--- src/design/jss_pkg.sv ---
package jss_pkg;

  localparam int CHUNK_BITS = 32;
  localparam int CNT_W = $clog2(CHUNK_BITS + 1);
  localparam int SEQ_W = 6;
  localparam int SEQ_LEN_W = $clog2(SEQ_W + 1);

  localparam logic [1:0] OP_RESET = 2'd0;
  localparam logic [1:0] OP_IR = 2'd1;
  localparam logic [1:0] OP_DR = 2'd2;

  typedef struct packed {
    logic [1:0] operation;
    logic [CHUNK_BITS-1:0] tdi_bits;
    logic [5:0] bit_count;
    logic final_chunk;
  } jss_in_t;

  typedef struct packed {
    logic tms;
    logic tdi;
    logic last;
  } jss_out_t;

  typedef enum logic [2:0] {
    SEQ_RESET,
    SEQ_HDR_IR,
    SEQ_HDR_DR_IDLE,
    SEQ_HDR_DR_PAUSE,
    SEQ_TAIL_EXIT,
    SEQ_TAIL_PAUSE
  } seq_sel_t;

  typedef enum logic [2:0] {
    ST_IDLE,
    ST_HDR,
    ST_DATA,
    ST_TAIL,
    ST_RST
  } state_t;

  typedef struct packed {
    logic load_item;
    logic open_scan;
    logic close_scan;
    logic load_seq;
    seq_sel_t seq_sel;
    logic emit_seq;
    logic emit_data;
    logic last;
  } jss_cmd_t;

  typedef struct packed {
    logic need_hdr;
    logic out_free;
    logic seq_last;
    logic bits_last;
    logic fin;
    logic op_ir;
    logic mode;
  } jss_sts_t;

  // TMS patterns are stored first step in bit 0.
  function automatic logic [SEQ_W-1:0] seq_pattern(seq_sel_t sel);
    logic [SEQ_W-1:0] p;
    unique case (sel)
      SEQ_RESET: p = 6'b011111;
      SEQ_HDR_IR: p = 6'b000110;
      SEQ_HDR_DR_IDLE: p = 6'b000010;
      SEQ_HDR_DR_PAUSE: p = 6'b000111;
      SEQ_TAIL_EXIT: p = 6'b000001;
      SEQ_TAIL_PAUSE: p = 6'b000000;
      default: p = '0;
    endcase
    return p;
  endfunction

  function automatic logic [SEQ_LEN_W-1:0] seq_length(seq_sel_t sel);
    logic [SEQ_LEN_W-1:0] n;
    unique case (sel)
      SEQ_RESET: n = SEQ_LEN_W'(6);
      SEQ_HDR_IR: n = SEQ_LEN_W'(5);
      SEQ_HDR_DR_IDLE: n = SEQ_LEN_W'(4);
      SEQ_HDR_DR_PAUSE: n = SEQ_LEN_W'(5);
      SEQ_TAIL_EXIT: n = SEQ_LEN_W'(2);
      SEQ_TAIL_PAUSE: n = SEQ_LEN_W'(2);
      default: n = SEQ_LEN_W'(1);
    endcase
    return n;
  endfunction

endpackage

--- src/design/jss_ctrl.sv ---
module jss_ctrl
  import jss_pkg::*;
(
  input  logic       clk,
  input  logic       rst,
  input  logic       in_valid,
  input  logic [1:0] in_op,
  output logic       in_ready,
  input  jss_sts_t   sts,
  output jss_cmd_t   cmd
);

  state_t state, state_next;

  always_ff @(posedge clk) begin
    if (rst) begin
      state <= ST_IDLE;
    end else begin
      state <= state_next;
    end
  end

  always_comb begin
    state_next = state;
    cmd = '0;
    cmd.seq_sel = SEQ_RESET;
    in_ready = 1'b0;
    unique case (state)
      ST_IDLE: begin
        in_ready = 1'b1;
        if (in_valid) begin
          cmd.load_item = 1'b1;
          if (in_op == OP_RESET) begin
            cmd.load_seq = 1'b1;
            cmd.seq_sel = SEQ_RESET;
            cmd.close_scan = 1'b1;
            state_next = ST_RST;
          end else if (in_op == OP_IR || in_op == OP_DR) begin
            if (sts.need_hdr) begin
              cmd.load_seq = 1'b1;
              cmd.open_scan = 1'b1;
              if (in_op == OP_IR) begin
                cmd.seq_sel = SEQ_HDR_IR;
              end else if (sts.mode) begin
                cmd.seq_sel = SEQ_HDR_DR_PAUSE;
              end else begin
                cmd.seq_sel = SEQ_HDR_DR_IDLE;
              end
              state_next = ST_HDR;
            end else begin
              state_next = ST_DATA;
            end
          end
        end
      end
      ST_HDR: begin
        if (sts.out_free) begin
          cmd.emit_seq = 1'b1;
          if (sts.seq_last) begin
            state_next = ST_DATA;
          end
        end
      end
      ST_DATA: begin
        if (sts.out_free) begin
          cmd.emit_data = 1'b1;
          cmd.last = sts.bits_last && !sts.fin;
          if (sts.bits_last) begin
            if (sts.fin) begin
              cmd.load_seq = 1'b1;
              cmd.close_scan = 1'b1;
              cmd.seq_sel = (sts.op_ir && sts.mode) ? SEQ_TAIL_PAUSE : SEQ_TAIL_EXIT;
              state_next = ST_TAIL;
            end else begin
              state_next = ST_IDLE;
            end
          end
        end
      end
      ST_TAIL, ST_RST: begin
        if (sts.out_free) begin
          cmd.emit_seq = 1'b1;
          cmd.last = sts.seq_last;
          if (sts.seq_last) begin
            state_next = ST_IDLE;
          end
        end
      end
      default: begin
        state_next = ST_IDLE;
      end
    endcase
  end

endmodule

--- src/design/jss_datapath.sv ---
module jss_datapath
  import jss_pkg::*;
(
  input  logic     clk,
  input  logic     rst,
  input  jss_in_t  in_data,
  input  jss_cmd_t cmd,
  output jss_sts_t sts,
  output logic     out_valid,
  input  logic     out_ready,
  output jss_out_t out_data,
  input  logic     cfg_valid,
  input  logic     cfg_data
);

  logic mode;
  logic scan_open;
  logic [1:0] open_kind;
  logic [CHUNK_BITS-1:0] data_sr;
  logic [CNT_W-1:0] bits_left;
  logic fin;
  logic op_ir;
  logic [SEQ_W-1:0] seq_sr;
  logic [SEQ_LEN_W-1:0] seq_left;
  logic [CNT_W-1:0] count_clamped;

  always_comb begin
    if ({1'b0, in_data.bit_count} > 7'(CHUNK_BITS)) begin
      count_clamped = CNT_W'(CHUNK_BITS);
    end else if (in_data.bit_count == 6'd0) begin
      count_clamped = CNT_W'(1);
    end else begin
      count_clamped = CNT_W'(in_data.bit_count);
    end
  end

  always_comb begin
    sts.need_hdr = !scan_open || (open_kind != in_data.operation);
    sts.out_free = !out_valid || out_ready;
    sts.seq_last = (seq_left == SEQ_LEN_W'(1));
    sts.bits_last = (bits_left == CNT_W'(1));
    sts.fin = fin;
    sts.op_ir = op_ir;
    sts.mode = mode;
  end

  always_ff @(posedge clk) begin
    if (rst) begin
      mode <= 1'b0;
      scan_open <= 1'b0;
      open_kind <= OP_RESET;
      out_valid <= 1'b0;
    end else begin
      if (cfg_valid) begin
        mode <= cfg_data;
      end
      if (cmd.close_scan) begin
        scan_open <= 1'b0;
        open_kind <= OP_RESET;
      end else if (cmd.open_scan) begin
        scan_open <= 1'b1;
        open_kind <= in_data.operation;
      end
      if (cmd.emit_seq || cmd.emit_data) begin
        out_valid <= 1'b1;
      end else if (out_ready) begin
        out_valid <= 1'b0;
      end
    end
  end

  always_ff @(posedge clk) begin
    if (cmd.load_item) begin
      data_sr <= in_data.tdi_bits;
      bits_left <= count_clamped;
      fin <= in_data.final_chunk;
      op_ir <= (in_data.operation == OP_IR);
    end else if (cmd.emit_data) begin
      data_sr <= data_sr >> 1;
      bits_left <= bits_left - CNT_W'(1);
    end
    if (cmd.load_seq) begin
      seq_sr <= seq_pattern(cmd.seq_sel);
      seq_left <= seq_length(cmd.seq_sel);
    end else if (cmd.emit_seq) begin
      seq_sr <= seq_sr >> 1;
      seq_left <= seq_left - SEQ_LEN_W'(1);
    end
    if (cmd.emit_seq) begin
      out_data.tms <= seq_sr[0];
      out_data.tdi <= 1'b0;
      out_data.last <= cmd.last;
    end else if (cmd.emit_data) begin
      out_data.tms <= fin && (bits_left == CNT_W'(1));
      out_data.tdi <= data_sr[0];
      out_data.last <= cmd.last;
    end
  end

endmodule

--- src/design/jtag_scan_sequencer_top.sv ---
// Each accepted item is expanded into TCK steps, one step per clock cycle while the output is
// not stalled: a TAP reset gives six steps, and a scan chunk gives its header (four or five
// steps, only when a new scan opens), then bit_count data steps (clamped to 1..32), then a
// two-step tail on the final chunk. The datapath keeps separate step counters and shift
// registers for the data bits and the TMS sequences, and one item is handled at a time.
// Operation code 3 is accepted and produces no steps. The mode register may be written
// only while no item is in progress.
module jtag_scan_sequencer_top
  import jss_pkg::*;
(
  input  logic     clk,
  input  logic     rst,
  input  logic     in_valid,
  output logic     in_ready,
  input  jss_in_t  in_data,
  output logic     out_valid,
  input  logic     out_ready,
  output jss_out_t out_data,
  input  logic     cfg_valid,
  output logic     cfg_ready,
  input  logic     cfg_data
);

  jss_cmd_t cmd;
  jss_sts_t sts;

  assign cfg_ready = 1'b1;

  jss_ctrl u_ctrl (
    .clk      (clk),
    .rst      (rst),
    .in_valid (in_valid),
    .in_op    (in_data.operation),
    .in_ready (in_ready),
    .sts      (sts),
    .cmd      (cmd)
  );

  jss_datapath u_datapath (
    .clk       (clk),
    .rst       (rst),
    .in_data   (in_data),
    .cmd       (cmd),
    .sts       (sts),
    .out_valid (out_valid),
    .out_ready (out_ready),
    .out_data  (out_data),
    .cfg_valid (cfg_valid),
    .cfg_data  (cfg_data)
  );

endmodule
--- config.mk ---
export PLATFORM = sky130hd
export DESIGN_NAME = jtag_scan_sequencer_top
export DESIGN_NICKNAME = d
export VERILOG_FILES = /design/src/design/jss_pkg.sv /design/src/design/jss_ctrl.sv /design/src/design/jss_datapath.sv /design/src/design/jtag_scan_sequencer_top.sv
export SDC_FILE = /design/constraint.sdc
export NUM_CORES = 1
export LEC_CHECK = 0
export BUFFER_PORTS_ARGS = -buffer_cell sky130_fd_sc_hd__buf_2
export CORE_ASPECT_RATIO = 1.75
export CORE_UTILIZATION = 44
export CTS_BUF_LIST = sky130_fd_sc_hd__clkbuf_8
export DETAILED_ROUTE_END_ITERATION = 8
export PLACE_DENSITY = 0.66
export RECOVER_POWER = 100
export SKIP_LAST_GASP = 1
export SYNTH_ARGS = -nofsm -noshare
export SYNTH_HDL_FRONTEND = slang
export SYNTH_SLANG_ARGS = --single-unit
--- constraint.sdc ---
create_clock -name clk -period 3.3 [get_ports clk]
set_input_delay 0.495 -clock clk [delete_from_list [all_inputs] [get_ports clk]]
set_output_delay 0.495 -clock clk [all_outputs]
set_load 0.05 [all_outputs]
Yosys cells after proc, flatten, opt, wreduce, memory -nomap -nowiden
Cells that the tools add are included.

storage, ports and cells
  bits in registers = 60
  bits in latches = 0
  RAM bits = 0
  memory bits (read-only) = 0
  input port bits = 47
  word-level logic and storage cells = 114
  memories kept = 0

operators by class
  add/sub/neg operators = 2
  multipliers = 0
  div/mod/pow operators = 0
  magnitude comparators = 1
  eq/ne operators = 22
  shift-type cells = 0
  mux-type cells = 51
  bitwise logic cells = 0
  reductions and logical operators = 24

operators with widths
  cell                                                 number
  2-to-1 mux 32 bit                                    2
  2-to-1 mux 3 bit                                     14
  2-to-1 mux 6 bit                                     6
  case mux 5 bit (5 select lines)                      1
  case mux 3 bit (4 select lines)                      2
  2-to-1 mux 5 bit                                     3
  2-to-1 mux 1 bit                                     13
  equality test 3 x 2 -> 1 bit, second input constant  4
  2-to-1 mux 4 bit                                     3
  case mux 5 bit (2 select lines)                      1
  equality test 3 x 1 -> 1 bit, second input constant  3
  equality test 3 bit, second input constant           3
  2-to-1 mux 2 bit                                     4
  != test 2 bit, second input constant                 4
  AND reduction 8 bit                                  1
  nonzero test 2 bit                                   4
  OR reduction 2 bit                                   4
  2-to-1 mux 7 bit                                     1
  equality test 6 x 1 -> 1 bit, second input constant  1
  > comparator 6 bit, second input constant            1
  logical NOT 3 bit                                    2
  logical NOT 6 bit                                    1
  != test 2 x 1 -> 1 bit, second input constant        3
  subtractor 6 x 1 -> 6 bit, second input constant     1
  other kinds (11)                                     18

Depth between registers and ports, before layout
  depth after elaboration = 11
  mapped depth = 7
  depth with buffers taken out = 6

By module
A second synthesis with hierarchy kept.

second synthesis, totals
  cells, all modules = 233
  area total of the unflattened synthesis = 2939.1 sq um

modules (own cells, without submodules)
  module                   instances  cells each  area an instance (sq um)  seq. area each (sq um)
  jss_datapath             1          173         2512.4                    1621.6
  jss_ctrl                 1          58          415.4                     60.1
  jtag_scan_sequencer_top  1          2           11.3                      0.0

Least setup slack after synthesis
No wires, ideal clock.

  kind = input-to-reg
  start point = in in_valid
  end point = reg u_datapath.bits_left[0], enable pin
  setup time = 0.396 ns
  arrival = 2.129 ns
  required time = 2.904 ns
  path slack = 0.775 ns
  cell stages on the path = 4
  buffers on the path = 2
  cells stage by stage = or4b_4 > buf_6 > clkbuf_1 > nand2_1

between the ends
  longest elaborated chain between the ends = 3

RTL lines
  element                       RTL line                       text
  from (decl)                   jtag_scan_sequencer_top.sv:13  input logic in_valid,
  2-to-1 mux 7 bit              jss_ctrl.sv:31                 if (in_valid) begin
  2-to-1 mux 2 bit              jss_ctrl.sv:28                 unique case (state)
  nonzero test 2 bit (no line)  n/a
  to (signal assigned)          jss_datapath.sv:75             bits_left <= count_clamped;
  to (signal assigned)          jss_datapath.sv:80             bits_left <= bits_left - CNT_W'(1);
  to (decl)                     jss_datapath.sv:20             logic [CNT_W-1:0] bits_left;

Every way passes these cells.
A chain may end at the register's enable or synchronous reset.

Final worst setup path
  start point = reg u_ctrl.state[2]
  end point = reg u_datapath.data_sr[2], data pin

between the ends
  longest elaborated chain between the ends = 3

RTL lines
  element                 RTL line            text
  from (decl)             jss_ctrl.sv:13      state_t state, state_next;
  from (signal assigned)  jss_ctrl.sv:19      state <= state_next;
  logical NOT 3 bit       jss_ctrl.sv:28
  2-to-1 mux 2 bit        jss_ctrl.sv:28
  2-to-1 mux 32 bit       jss_datapath.sv:73  if (cmd.load_item) begin
  to (signal assigned)    jss_datapath.sv:74  data_sr <= in_data.tdi_bits;
  to (signal assigned)    jss_datapath.sv:79  data_sr <= data_sr >> 1;
  to (decl)               jss_datapath.sv:19  logic [CHUNK_BITS-1:0] data_sr;

Every way passes these cells.

==> reports/results.tsv <==
metric	value	unit
Mapped Nets	333	
Crit path required time	3.51	ns
layout cells sized above 1	0.192	
Overflow after GRT	0	
Worst Setup End Kind	register	
post-synth cell types	47	
worst-path maximum fanout	38	
Initial Util	0.458	
max-slew violations	0	
pre-CTS setup slack	0.993	ns
status	complete, no violations	
first-pass GRT wire length	8.93	mm
fin nets	386	
number of primary I/O pins	53	
Netlist Area Pre-Place	2850	um2
commonest non-fill, non-tap cell in the layout	nand2_1	
Tmin final	2.49	ns
DRC Markers	0	
Max clock buf depth	2	
IO Port Bufs	51	
Clock Power Share	0.282	
overall power	2.04	mW
Yosys reg bits	59	
most frequent cells in the layout	nand2_1 (105), edfxtp_1 (50), buf_2 (45)	
Die Span X	62.9	um
worst relative slew slack	0.389	
initial antenna violation count	0	
worst vdd ir	0.296	mV
RSZ-0062 raised after global routing	false	
Placer Congestion	0.777	
P_leak	1.43	nW
hold bufs inserted after CTS	0	
Seq/Total Area, Yosys	0.590	
largest net degree at the start of global routing	39	
antenna viol nets, final	0	
Worst-Margin Slew	0.916	ns
Setup Buffers After CTS	0	
Avg Inst Size Synth	10.2	um2
Die Y	108	um
Tcrit/Tclk final	0.754	
fill count	606	
PostCTS Resize Cnt	0	
Syn. warnings	0	
Worst-path clk slew	0.06	ns
core area	6230	um2
Fin. Hold Viols	0	
crit start category	register	
synth top area cells	edfxtp_1 (53%), nand2_1 (14%), dfxtp_1 (6.3%)	
Routed WL	5.32	mm
Final setup viols	0	
die area	6820	um2
CP arrival	2.69	ns
Max Cap Viol	0	
dominant cell type by area after synthesis	edfxtp_1	
Ant. Diodes	0	
Avg Vias per Cell	5.04	
NetSw	594	uW
utilization after layout	0.532	
Worst-Skew Late Latency	0.34	ns
FP Rows	38	
Switching Share	0.291	
Starting DRT DRC Count	93	
Pre-Repair DR Iteration Count	4	
All-Layer GR Usage	0.176	
Hold Path Class	input pin to register	
Setup TNS	0	ns
TritonCTS clock tree	done	
Yosys top cell area share	0.527	
HPWL after detailed placement	3.75	mm
Via Count	2106	
Pwr Density	616	nW/um2
CTS Root Cell	clkbuf_8	
H-tree depth	3	
Worst Skew	0.0100	ns
P_int	1.44	mW
critical path class	register to register	
register share of total power	0.518	
FMAX	0.402	GHz
vias in the first global route	2053	
Syn Inst Count	280	
PnR worst setup slack	0.812	ns
CTS Sinks	59	
Layout area overhead	16.1	%
combinational share of power	0.199	
Wirelength per Cell	12.7	um
Num CTS Buffers	9	
per-layer routing:
layer | wire (um) | track usage
met5 | 0 | 0
met4 | 160 | 0.123
met3 | 211 | 0.0348
met2 | 2800 | 0.317
met1 | 2160 | 0.180
state kept, by name, indices dropped and copies added, names as in the netlist:
register	flops
u_datapath.out_data	3
u_datapath.scan_open	1
u_datapath.mode	1
u_datapath.op_ir	1
u_datapath.data_sr	32
u_datapath.bits_left	6
u_datapath.seq_sr	5
u_datapath.seq_left	3
u_datapath.out_valid	1
u_ctrl.state	3
u_datapath.open_kind	2
u_datapath.fin	1
layout make-up:
type	count	area (um2)	share of cell area
Sequential cell	59	1680	0.508
Multi-Input combinational cell	197	1050	0.317
Timing Repair Buffer	54	260	0.0786
Clock buffer	11	151	0.0457
Tap cell	80	100	0.0302
Inverter	12	45.0	0.0136
Clock inverter	5	22.5	0.00680
power by group through the flow:
stage          clock network, mW  logic, mW  registers [mW]
2_1_floorplan                  0      0.289            1.09
3_3_place_gp                   0      0.419            1.07
3_5_place_dp                   0      0.423            1.07
4_1_cts                    0.586      0.426            1.06
5_1_grt                    0.617      0.469            1.07
6_report                   0.575      0.407            1.06
stage by stage:
stage                     hold slack [ns]  instance area, um2  std cells
after CTS                           0.339                3340        418
after floorplan                     0.462                2850        280
after detailed placement            0.477                3170        402
after global routing                0.340                3310        418
after global placement              0.456                3170        402
final                               0.350                3310        418
cells in the mapped netlist (all sizes together):
master	instances
nand2b	3
a22oi	1
mux2i	4
nand2	105
nor4	1
or3	1
conb	1
dfxtp	9
and4	1
and2	4
o2bb2ai	1
a311o	1
nor2	11
or3b	1
nand3b	5
a221oi	1
nand3	2
xor2	2
a32o	1
ha	6
nor2b	2
xnor2	5
nand4b	1
nor3	3
o31ai	2
or2	2
nand4	1
o21ai	12
or4b	1
o21ba	1
inv	11
a21o	1
nor3b	1
clkinv	1
a31o	2
edfxtp	50
buf	3
o32ai	1
nor4bb	1
clkbuf	9
o22a	1
a311oi	2
a21oi	6
final timing paths:
path / startpoint / endpoint / slack, ns / depth (start not counted)
min reg2reg: u_datapath.out_data[1]$_SDFFE_PP0P_ / u_datapath.out_data[1]$_SDFFE_PP0P_ / 0.48 / 1
max: u_ctrl.state[2]$_SDFFE_PP0P_ / u_datapath.data_sr[2]$_DFFE_PP_ / 0.81 / 5
min: in_data[0] / u_datapath.fin$_DFFE_PP_ / 0.35 / 1
max reg2reg: u_ctrl.state[2]$_SDFFE_PP0P_ / u_datapath.data_sr[2]$_DFFE_PP_ / 0.81 / 5
logic make-up (layout without fill, tap and decap cells):
group                      Yosys count  in the layout  synth area share
AOI/OAI and AO/OA                   33             33            0.0816
xor gates and xnor gates             7              7            0.0215
adders and majority gates            6              6            0.0263
buffers and inverters               24             82            0.0382
DFF                                 59             59             0.590
muxes                                4              4            0.0140
other                                1              1           0.00132
and+or+nand+nor                    146            146             0.227
worst max-delay path, stage by stage, from the launching register on:
cell and delay, ns:
dfxtp_1 0.40, or4b_4 0.79, clkinv_1 0.26, clkbuf_1 0.67, nand2_1 0.14, nand2_1 0.08
(Power assumes the default switching activity.)
